`src/rtl/tfe_pkg.sv`:
```
// Shared types and constants of the telemetry frame encoder.
package tfe_pkg;

    localparam int unsigned HALF_W     = 16;
    localparam int unsigned MAX_HALVES = 8;
    localparam int unsigned IN_DATA_W  = HALF_W * MAX_HALVES;
    localparam int unsigned BYTE_W     = 8;
    localparam int unsigned CFG_IDX_W  = 2;
    localparam int unsigned FIFO_DEPTH = 2;

    localparam logic [BYTE_W-1:0] HDR_BYTE     = 8'hAB;
    localparam logic [BYTE_W-1:0] LEN_HI_BYTE  = 8'h00;
    localparam logic [BYTE_W-1:0] RST_SOURCE   = 8'h00;
    localparam logic [BYTE_W-1:0] RST_DEST     = 8'hFF;
    localparam logic [BYTE_W-1:0] RST_FUNCTION = 8'hF1;

    // Byte positions at the head of a frame.
    localparam int unsigned POS_HDR     = 0;
    localparam int unsigned POS_SOURCE  = 1;
    localparam int unsigned POS_DEST    = 2;
    localparam int unsigned POS_FUNC    = 3;
    localparam int unsigned POS_LEN_LO  = 4;
    localparam int unsigned POS_LEN_HI  = 5;
    localparam int unsigned POS_PAYLOAD = 6;

    typedef enum logic [CFG_IDX_W-1:0] {
        CFG_SOURCE   = 2'd0,
        CFG_DEST     = 2'd1,
        CFG_FUNCTION = 2'd2
    } t_cfg_idx;

    typedef struct packed {
        logic [BYTE_W-1:0] source_address;
        logic [BYTE_W-1:0] dest_address;
        logic [BYTE_W-1:0] function_id;
    } t_cfg;

endpackage

```
`src/rtl/telemetry_frame_encoder.sv`:
```
// Telemetry frame encoder: top level joining front end, queue and byte sequencer.
//
// Input stream: one transfer carries a sample set of eight 16-bit halves; the
// first PAYLOAD_HALVES of them go into the frame, each low byte first.
// Output stream: one transfer per frame byte; a frame is 0xAB, source,
// destination and function bytes, a two-byte length, the payload, a sum check
// and an add check; tlast marks the add check. 8 + 2*PAYLOAD_HALVES transfers
// per frame, 24 with the default.
// When the block is idle, the header of a set passes through the queue, the
// sequencer's load and the output register. Throughput: one byte per cycle while
// the receiver is ready, set by the byte sequencer and its single output port.
// A two-entry queue in front of the sequencer takes sets while a frame is still
// being sent.
// Configuration writes (source, destination, function) take effect at once;
// the user must make them while no frame is in flight; it is not enforced.
// Reset empties the queue and the output register and restores the source 0x00,
// destination 0xFF and function 0xF1. When the receiver stalls, the output byte
// holds and the sequencer waits; input is refused only when the queue is full.
module telemetry_frame_encoder #(
    parameter int unsigned PAYLOAD_HALVES = 8
) (
    input  logic                          i_clk,
    input  logic                          i_rst_n,
    input  logic                          i_cfg_we,
    input  logic [tfe_pkg::CFG_IDX_W-1:0] i_cfg_idx,
    input  logic [tfe_pkg::BYTE_W-1:0]    i_cfg_wdata,
    input  logic                          i_s_axis_tvalid,
    output logic                          o_s_axis_tready,
    // half0 [15:0], half1 [31:16], ... half7 [127:112]
    input  logic [tfe_pkg::IN_DATA_W-1:0] i_s_axis_tdata,
    output logic                          o_m_axis_tvalid,
    input  logic                          i_m_axis_tready,
    // frame_byte [7:0]
    output logic [tfe_pkg::BYTE_W-1:0]    o_m_axis_tdata,
    // last_byte
    output logic                          o_m_axis_tlast
);

    localparam int unsigned PW = tfe_pkg::HALF_W * PAYLOAD_HALVES;

    tfe_pkg::t_cfg w_cfg;
    logic          w_push;
    logic [PW-1:0] w_push_data;
    logic          w_pop;
    logic [PW-1:0] w_pop_data;
    logic          w_full;
    logic          w_empty;

    tfe_front #(
        .PAYLOAD_W (PW)
    ) u_front (
        .i_clk       (i_clk),
        .i_rst_n     (i_rst_n),
        .i_cfg_we    (i_cfg_we),
        .i_cfg_idx   (i_cfg_idx),
        .i_cfg_wdata (i_cfg_wdata),
        .i_s_tvalid  (i_s_axis_tvalid),
        .i_s_tdata   (i_s_axis_tdata),
        .o_s_tready  (o_s_axis_tready),
        .i_fifo_full (w_full),
        .o_push      (w_push),
        .o_push_data (w_push_data),
        .o_cfg       (w_cfg)
    );

    tfe_fifo #(
        .WIDTH (PW)
    ) u_fifo (
        .i_clk   (i_clk),
        .i_rst_n (i_rst_n),
        .i_push  (w_push),
        .i_wdata (w_push_data),
        .i_pop   (w_pop),
        .o_rdata (w_pop_data),
        .o_full  (w_full),
        .o_empty (w_empty)
    );

    tfe_back #(
        .PAYLOAD_HALVES (PAYLOAD_HALVES)
    ) u_back (
        .i_clk        (i_clk),
        .i_rst_n      (i_rst_n),
        .i_cfg        (w_cfg),
        .i_fifo_empty (w_empty),
        .i_fifo_rdata (w_pop_data),
        .o_pop        (w_pop),
        .o_m_tvalid   (o_m_axis_tvalid),
        .i_m_tready   (i_m_axis_tready),
        .o_m_tdata    (o_m_axis_tdata),
        .o_m_tlast    (o_m_axis_tlast)
    );

endmodule

```
`src/rtl/tfe_fifo.sv`:
```
// Small register queue that carries payload sets from the front end to the back end.
module tfe_fifo #(
    parameter int unsigned WIDTH = 128
) (
    input  logic             i_clk,
    input  logic             i_rst_n,
    input  logic             i_push,
    input  logic [WIDTH-1:0] i_wdata,
    input  logic             i_pop,
    output logic [WIDTH-1:0] o_rdata,
    output logic             o_full,
    output logic             o_empty
);

    localparam int unsigned DEPTH = tfe_pkg::FIFO_DEPTH;
    localparam int unsigned AW    = (DEPTH > 1) ? $clog2(DEPTH) : 1;
    localparam int unsigned CW    = $clog2(DEPTH + 1);

    logic [WIDTH-1:0] r_mem [DEPTH];
    logic [AW-1:0]    r_wr_ptr;
    logic [AW-1:0]    r_rd_ptr;
    logic [CW-1:0]    r_count;

    assign o_full  = (r_count == CW'(DEPTH));
    assign o_empty = (r_count == '0);
    assign o_rdata = r_mem[r_rd_ptr];

    always_ff @(posedge i_clk) begin
        if (i_push) begin
            r_mem[r_wr_ptr] <= i_wdata;
        end
    end

    always_ff @(posedge i_clk) begin
        if (!i_rst_n) begin
            r_wr_ptr <= '0;
            r_rd_ptr <= '0;
            r_count  <= '0;
        end else begin
            if (i_push) begin
                r_wr_ptr <= (r_wr_ptr == AW'(DEPTH - 1)) ? '0 : r_wr_ptr + 1'b1;
            end
            if (i_pop) begin
                r_rd_ptr <= (r_rd_ptr == AW'(DEPTH - 1)) ? '0 : r_rd_ptr + 1'b1;
            end
            case ({i_push, i_pop})
                2'b10:   r_count <= r_count + 1'b1;
                2'b01:   r_count <= r_count - 1'b1;
                default: r_count <= r_count;
            endcase
        end
    end

    a_no_push_when_full: assert property (@(posedge i_clk) disable iff (!i_rst_n)
        i_push |-> !o_full)
        else $error("queue written while full");

    a_no_pop_when_empty: assert property (@(posedge i_clk) disable iff (!i_rst_n)
        i_pop |-> !o_empty)
        else $error("queue read while empty");

endmodule

```
`src/rtl/tfe_front.sv`:
```
// Front end: configuration registers and acceptance of sample sets into the queue.
module tfe_front #(
    parameter int unsigned PAYLOAD_W = 128
) (
    input  logic                           i_clk,
    input  logic                           i_rst_n,
    input  logic                           i_cfg_we,
    input  logic [tfe_pkg::CFG_IDX_W-1:0]  i_cfg_idx,
    input  logic [tfe_pkg::BYTE_W-1:0]     i_cfg_wdata,
    input  logic                           i_s_tvalid,
    input  logic [tfe_pkg::IN_DATA_W-1:0]  i_s_tdata,
    output logic                           o_s_tready,
    input  logic                           i_fifo_full,
    output logic                           o_push,
    output logic [PAYLOAD_W-1:0]           o_push_data,
    output tfe_pkg::t_cfg                  o_cfg
);

    tfe_pkg::t_cfg r_cfg;

    assign o_s_tready  = !i_fifo_full;
    assign o_push      = i_s_tvalid && !i_fifo_full;
    // Only the halves that go into the frame are kept.
    assign o_push_data = i_s_tdata[PAYLOAD_W-1:0];
    assign o_cfg       = r_cfg;

    always_ff @(posedge i_clk) begin
        if (!i_rst_n) begin
            r_cfg.source_address <= tfe_pkg::RST_SOURCE;
            r_cfg.dest_address   <= tfe_pkg::RST_DEST;
            r_cfg.function_id    <= tfe_pkg::RST_FUNCTION;
        end else if (i_cfg_we) begin
            unique case (tfe_pkg::t_cfg_idx'(i_cfg_idx))
                tfe_pkg::CFG_SOURCE:   r_cfg.source_address <= i_cfg_wdata;
                tfe_pkg::CFG_DEST:     r_cfg.dest_address   <= i_cfg_wdata;
                tfe_pkg::CFG_FUNCTION: r_cfg.function_id    <= i_cfg_wdata;
                default:               r_cfg <= r_cfg;
            endcase
        end
    end

endmodule

```
`src/rtl/tfe_back.sv`:
```
// Back end: byte sequencer that builds the frame, the two check bytes and the output register.
module tfe_back #(
    parameter int unsigned PAYLOAD_HALVES = 8
) (
    input  logic                                      i_clk,
    input  logic                                      i_rst_n,
    input  tfe_pkg::t_cfg                             i_cfg,
    input  logic                                      i_fifo_empty,
    input  logic [tfe_pkg::HALF_W*PAYLOAD_HALVES-1:0] i_fifo_rdata,
    output logic                                      o_pop,
    output logic                                      o_m_tvalid,
    input  logic                                      i_m_tready,
    output logic [tfe_pkg::BYTE_W-1:0]                o_m_tdata,
    output logic                                      o_m_tlast
);

    localparam int unsigned PW        = tfe_pkg::HALF_W * PAYLOAD_HALVES;
    localparam int unsigned FRAME_LEN = tfe_pkg::POS_PAYLOAD + 2 * PAYLOAD_HALVES + 2;
    localparam int unsigned CNT_W     = $clog2(FRAME_LEN);
    localparam int unsigned POS_SUM   = FRAME_LEN - 2;
    localparam int unsigned POS_ADD   = FRAME_LEN - 1;
    localparam logic [tfe_pkg::BYTE_W-1:0] LEN_LO =
        tfe_pkg::BYTE_W'(2 * PAYLOAD_HALVES);

    logic                        r_busy;
    logic [CNT_W-1:0]            r_cnt;
    logic [PW-1:0]               r_payload;
    logic [tfe_pkg::BYTE_W-1:0]  r_sum;
    logic [tfe_pkg::BYTE_W-1:0]  r_add;
    logic                        r_out_valid;
    logic [tfe_pkg::BYTE_W-1:0]  r_out_data;
    logic                        r_out_last;

    logic                        w_free;
    logic                        w_emit;
    logic                        w_end;
    logic                        w_load;
    logic                        w_in_payload;
    logic                        w_summed;
    logic [tfe_pkg::BYTE_W-1:0]  w_byte;
    logic [tfe_pkg::BYTE_W-1:0]  n_sum;
    logic [tfe_pkg::BYTE_W-1:0]  n_add;

    // The output register may be refilled when it is empty or being taken this cycle.
    assign w_free = !r_out_valid || i_m_tready;
    assign w_emit = r_busy && w_free;
    assign w_end  = w_emit && (r_cnt == CNT_W'(POS_ADD));
    // The next set is loaded on the cycle the add check leaves, so frames run back to back.
    assign w_load = (!r_busy || w_end) && !i_fifo_empty;
    assign o_pop  = w_load;

    assign w_in_payload = (r_cnt >= CNT_W'(tfe_pkg::POS_PAYLOAD)) &&
                          (r_cnt < CNT_W'(POS_SUM));
    assign w_summed     = (r_cnt < CNT_W'(POS_SUM));

    always_comb begin
        case (r_cnt)
            CNT_W'(tfe_pkg::POS_HDR):    w_byte = tfe_pkg::HDR_BYTE;
            CNT_W'(tfe_pkg::POS_SOURCE): w_byte = i_cfg.source_address;
            CNT_W'(tfe_pkg::POS_DEST):   w_byte = i_cfg.dest_address;
            CNT_W'(tfe_pkg::POS_FUNC):   w_byte = i_cfg.function_id;
            CNT_W'(tfe_pkg::POS_LEN_LO): w_byte = LEN_LO;
            CNT_W'(tfe_pkg::POS_LEN_HI): w_byte = tfe_pkg::LEN_HI_BYTE;
            CNT_W'(POS_SUM):             w_byte = r_sum;
            CNT_W'(POS_ADD):             w_byte = r_add;
            default:                     w_byte = r_payload[tfe_pkg::BYTE_W-1:0];
        endcase
        n_sum = r_sum + w_byte;
        n_add = r_add + n_sum;
    end

    always_ff @(posedge i_clk) begin
        if (w_emit) begin
            r_out_data <= w_byte;
            r_out_last <= (r_cnt == CNT_W'(POS_ADD));
            if (w_in_payload) begin
                r_payload <= {8'h00, r_payload[PW-1:tfe_pkg::BYTE_W]};
            end
            if (w_summed) begin
                r_sum <= n_sum;
                r_add <= n_add;
            end
        end
        if (w_load) begin
            r_payload <= i_fifo_rdata;
            r_sum     <= '0;
            r_add     <= '0;
        end
    end

    always_ff @(posedge i_clk) begin
        if (!i_rst_n) begin
            r_busy      <= 1'b0;
            r_cnt       <= '0;
            r_out_valid <= 1'b0;
        end else begin
            if (w_emit) begin
                r_out_valid <= 1'b1;
            end else if (i_m_tready) begin
                r_out_valid <= 1'b0;
            end
            if (w_load) begin
                r_cnt <= '0;
            end else if (w_emit) begin
                r_cnt <= r_cnt + 1'b1;
            end
            if (w_load) begin
                r_busy <= 1'b1;
            end else if (w_end) begin
                r_busy <= 1'b0;
            end
        end
    end

    assign o_m_tvalid = r_out_valid;
    assign o_m_tdata  = r_out_data;
    assign o_m_tlast  = r_out_last;

    a_header_first: assert property (@(posedge i_clk) disable iff (!i_rst_n)
        (w_emit && r_cnt == CNT_W'(tfe_pkg::POS_HDR))
        |=> (o_m_tvalid && o_m_tdata == tfe_pkg::HDR_BYTE && !o_m_tlast))
        else $error("frame did not open with the header byte");

    a_last_after_add: assert property (@(posedge i_clk) disable iff (!i_rst_n)
        w_end |=> (o_m_tvalid && o_m_tlast))
        else $error("add check byte not marked as last");

    a_count_in_range: assert property (@(posedge i_clk) disable iff (!i_rst_n)
        r_busy |-> (r_cnt <= CNT_W'(POS_ADD)))
        else $error("byte counter ran past the frame");

endmodule

```
`config.mk`:
```
export PLATFORM = sky130hd
export DESIGN_NAME = telemetry_frame_encoder
export DESIGN_NICKNAME = d
export VERILOG_FILES = /design/src/rtl/tfe_pkg.sv /design/src/rtl/telemetry_frame_encoder.sv /design/src/rtl/tfe_fifo.sv /design/src/rtl/tfe_front.sv /design/src/rtl/tfe_back.sv
export SDC_FILE = /design/constraint.sdc
export NUM_CORES = 1
export LEC_CHECK = 0
export ABC_CLOCK_PERIOD_IN_PS = 9130
export BUFFER_PORTS_ARGS = -buffer_cell sky130_fd_sc_hd__clkbuf_2
export CORE_AREA = 3 3 199 201
export DETAILED_ROUTE_END_ITERATION = 8
export DIE_AREA = 0 0 202 204
export MAX_ROUTING_LAYER = met4
export PLACE_DENSITY = 0.67
export SLEW_MARGIN = 25
export SYNTH_ARGS = -nofsm -noshare
export SYNTH_HDL_FRONTEND = slang
export SYNTH_SLANG_ARGS = --single-unit
```
`constraint.sdc`:
```
create_clock -name i_clk -period 9.13 [get_ports i_clk]
set_clock_uncertainty 0.05 [all_clocks]
set_input_delay 1.3695 -clock i_clk [delete_from_list [all_inputs] [get_ports i_clk]]
set_output_delay 1.3695 -clock i_clk [all_outputs]
set_load 0.02 [all_outputs]
```
==> Implementation_results.wiki <==
{| class="wikitable"
! Metric !! Value
|-
| Number of fillers in the final layout || 3137
|-
| Buffers & Inverters on Critical Path || 0
|-
| Count of clock tree sinks || 445
|-
| Worst vdd ir || 190 uV
|-
| End of the worst register-to-register path || u_back.r_add[7]
|-
| Critical Path Start Type || register
|-
| Min-Delay Path Depth || 2
|-
| Worst reg2reg startpoint || u_back.r_cnt[0]
|-
| Final non-filler cell area || 0.0202 mm^2
|-
| Clk network pwr share || 26.7%
|-
| Clk slew on worst S/H paths || 0.06 ns
|-
| Part of the cycle the worst path needs || 56.7%
|-
| Post-Synthesis Net Count || 1349
|-
| Endpoint type of the worst setup path || register
|-
| Area of the multi-input gates || 0.00430 mm^2
|-
| Global-route wire length before repair || 53500 um
|-
| Final-layout setup total negative slack || 0 ns
|-
| Slew @ Worst Pin || 1.01 ns
|-
| Required time worst endpoint || 9.57 ns
|-
| Fmax || 0.193 GHz
|-
| H-tree depth || 2
|-
| Later-pin clock latency in the skew report || 0.58 ns
|-
| Arrival time worst endpoint || 5.62 ns
|-
| Total internal power || 4.80 mW
|-
| Final routed wirelength across all metal layers || 34400 um
|-
| Routed Antenna Nets || 0
|-
| Most frequent standard cell in the layout excluding fill and tap cells || sky130_fd_sc_hd__edfxtp_1
|-
| Initial antenna violation count || 5
|-
| Maximum buffer depth of the clock tree || 3
|-
| Worst path top cell family by delay || compound AO/OA/AOI/OAI gates
|-
| Hold Buf Count CTS || 0
|-
| Switching power total || 2.18 mW
|-
| Clock tree from TritonCTS || built
|-
| Top-area cell type share of the netlist area || 67.7%
|-
| Overflow after GRT || 0
|-
| Total cell area at the placement stage || 0.0187 mm^2
|-
| Part of the power in registers || 45.9%
|-
| Largest net degree at the start of global routing || 252
|-
| Seq. cell area || 0.0128 mm^2
|-
| P_leak || 7.32 nW
|-
| Final hold vios || 0
|-
| Gates resized, CTS repair || 0
|-
| Post-layout minimum cycle time || 5.18 ns
|-
| Power density cells || 345 mW/mm^2
|-
| Register area share after synthesis || 73.7%
|-
| Setup violators final || 0
|-
| Number of global-route vias before repair || 9817
|-
| Hold Path Origin || u_front.o_cfg[14]
|-
| Gate count of the mapped netlist || 1184
|-
| Core area || 0.0378 mm^2
|-
| Top cell type by total area after synthesis || sky130_fd_sc_hd__edfxtp_1
|-
| Synth Flop Type || sky130_fd_sc_hd__edfxtp_1
|-
| Total routing usage reported by global routing || 17.2%
|-
| Count of standard-cell rows || 71
|-
| Post-synthesis instance area || 0.0174 mm^2
|-
| Part of the total power dissipated in combinational logic || 27.4%
|-
| Critical-path cell list || ha_1 -> and3_4 -> and2b_1 -> or4_1 -> nor2_1 -> a41oi_1 -> ha_1 -> fa_1 -> a21o_1 -> a21oi_1 -> o21bai_1 -> a21oi_1 -> xnor2_1 -> ha_1 -> nor3_1 -> o211ai_1 -> a21o_1 -> a22o_1 -> a21o_1 -> a21oi_2
|-
| CP Max Fanout || 14
|-
| Port bufs || 153
|-
| Max-slew violation total from the final report || 0
|-
| DR vias/cell || 5.10
|-
| Number of storage elements in the synthesis netlist || 445
|-
| Effective utilization at floorplan || 46.1%
|-
| Detailed-route DRC error count || 0
|-
| Net total in the final layout || 1499
|-
| Depth of the most critical reg-to-reg path || 20
|-
| Net switching share of the total power || 31.2%
|-
| First drt pass iteration count || 5
|-
| GPL Wtd Cong || 0.834
|-
| Average size of a mapped cell || 14.7 um^2
|-
| Average wire length per cell after detail routing || 18.2 um
|-
| Proportion of layout cells with a drive suffix above 1 || 18.0%
|-
| Layout-stage area growth over the synthesis result || 16.1%
|-
| Number of distinct standard cells referenced by the synthesized netlist || 59
|-
| HP Class || register to register
|-
| Synthesis Warnings || 0
|-
| Worst Hold Path EP || u_front.o_cfg[14]
|-
| Inserted Clock Buffers || 46
|-
| Die Height || 204 um
|-
| Launching element of the worst setup path || u_back.r_cnt[0]
|-
| Setup repair after global routing missed its margin || no
|-
| First DRT Iteration DRCs || 531
|-
| Total I/O pin count || 154
|-
| Internal reg-to-reg setup slack || 3.95 ns
|-
| Overall via count from detail_route || 9621
|-
| Max stage delay on crit path || 0.77 ns
|-
| Status || completed
|-
| Number of max-capacitance violations reported || 0
|-
| Start-to-end type of the worst setup path || register to register
|-
| Slowest CP cell || sky130_fd_sc_hd__or4_1
|-
| Post-synth EDFFs || 393
|-
| Relative slew slack || 33.0%
|-
| Share of synthesized registers carrying an async set or reset || 0%
|-
| Die area || 0.0412 mm^2
|-
| CTS Root Cell || sky130_fd_sc_hd__clkbuf_16
|-
| Die Width || 202 um
|-
| Setup Buffers After CTS || 0
|-
| Commonest cells after routing, fill and taps aside || 393 x sky130_fd_sc_hd__edfxtp_1, 190 x sky130_fd_sc_hd__nand2_1, 153 x sky130_fd_sc_hd__clkbuf_2
|-
| Utilization after layout || 53.6%
|-
| Half-perimeter wire length after placement || 21400 um
|-
| Synth top area cells || sky130_fd_sc_hd__edfxtp_1 68%, sky130_fd_sc_hd__mux2i_1 7.8%, sky130_fd_sc_hd__dfxtp_1 6.0%
|}
through the flow:
stage          hold slack [ns]  setup slack, ns  power (mW)  instances
4_1_cts                  0.426             3.96        7.06       1881
5_1_grt                  0.448             3.58        7.42       1887
3_3_place_gp             0.411             4.10        5.16       1796
6_report                 0.423             3.95        6.98       1888
2_1_floorplan            0.391             1.66        4.68       1184
3_5_place_dp             0.413             4.01        5.18       1796
logic make-up (layout without fill, tap and decap cells):
group | Yosys count | count (layout) | synth area share [%]
adders and majority gates | 22 | 22 | 1.67
buffers and inverters | 68 | 255 | 1.74
muxes | 136 | 136 | 7.81
and+or+nand+nor | 291 | 291 | 7.34
other | 0 | 6 | 0
DFF | 445 | 445 | 73.7
AOI/OAI and AO/OA | 204 | 204 | 6.82
xor gates and xnor gates | 18 | 18 | 0.905
sequential cells by signal, summed over array words and instances (netlist names), named ones only:
signal,cells
u_front.o_cfg,24
u_back.r_cnt,5
u_back.o_m_tdata,8
u_back.o_m_tlast,1
u_back.o_m_tvalid,1
u_back.r_payload,128
u_fifo.r_count,2
u_back.r_sum,8
u_fifo.r_wr_ptr,1
u_back.r_busy,1
u_fifo.r_mem,256
u_back.r_add,8
u_fifo.r_rd_ptr,1
tightest hold or removal path, cell delays in order (launching register included):
cell and delay [ns]:
sky130_fd_sc_hd__dfxtp_1 0.32, sky130_fd_sc_hd__nand2_1 0.05, sky130_fd_sc_hd__nand3_1 0.07
how the worst max path moves through the flow:
stage / endpoint / slack [ns] / cells past startpoint
6_report: u_back.r_add[7] / 3.95 / 20
3_5_place_dp: u_back.r_add[7] / 4.01 / 20
3_3_place_gp: u_back.r_add[7] / 4.10 / 20
5_1_grt: u_back.r_add[7] / 3.58 / 20
2_1_floorplan: u_fifo.r_mem[0][0] / 1.66 / 2
4_1_cts: u_back.r_add[7] / 3.96 / 20
Yosys cell counts, types with 3 or more instances:
cell type,instances
sky130_fd_sc_hd__xor2_1,6
sky130_fd_sc_hd__mux2i_1,136
sky130_fd_sc_hd__a21oi_1,23
sky130_fd_sc_hd__o21a_1,3
sky130_fd_sc_hd__a21o_1,9
sky130_fd_sc_hd__buf_1,4
sky130_fd_sc_hd__a41oi_1,4
sky130_fd_sc_hd__o21ai_1,120
sky130_fd_sc_hd__a22oi_1,12
sky130_fd_sc_hd__clkbuf_1,39
sky130_fd_sc_hd__a31oi_1,3
sky130_fd_sc_hd__nor2b_1,8
sky130_fd_sc_hd__xnor2_1,12
sky130_fd_sc_hd__o21ai_0,4
sky130_fd_sc_hd__dfxtp_1,52
sky130_fd_sc_hd__buf_2,14
sky130_fd_sc_hd__nand2_1,191
sky130_fd_sc_hd__edfxtp_1,393
sky130_fd_sc_hd__nor2_1,39
sky130_fd_sc_hd__nand4_1,3
sky130_fd_sc_hd__nor3_1,4
sky130_fd_sc_hd__buf_6,4
sky130_fd_sc_hd__and2_1,7
sky130_fd_sc_hd__ha_1,20
sky130_fd_sc_hd__o211ai_1,3
sky130_fd_sc_hd__nand3_1,17
sky130_fd_sc_hd__inv_1,6
sky130_fd_sc_hd__a21boi_0,7
layer usage:
| layer | global-route usage [%] | vias to the layer above | part of all wire [%] |
|---|---|---|---|
| met5 | - | - | 0 |
| li1 | - | 4710 | - |
| met3 | 4.81 | 50 | 5.9 |
| met4 | 4.68 | 0 | 2.1 |
| met2 | 28.1 | 173 | 49 |
| met1 | 21.3 | 4688 | 43 |
layout make-up:
class / count / area share, %
Sequential cell: 445 / 63.5
Multi-Input combinational cell: 671 / 21.3
Clock buffer: 58 / 6.27
Timing Repair Buffer: 163 / 4.34
Tap cell: 511 / 3.16
Clock inverter: 27 / 1.22
Inverter: 7 / 0.130
Antenna cell: 6 / 0.0742
power by group through the flow:
stage	Combinational, mW	Clock, mW	Sequential [mW]
2_1_floorplan	1.48	0	3.19
3_3_place_gp	1.92	0	3.24
3_5_place_dp	1.93	0	3.25
4_1_cts	1.94	1.91	3.21
5_1_grt	2.18	1.99	3.26
6_report	1.91	1.86	3.20
Note: power is estimated with default switching activity, not from simulation.
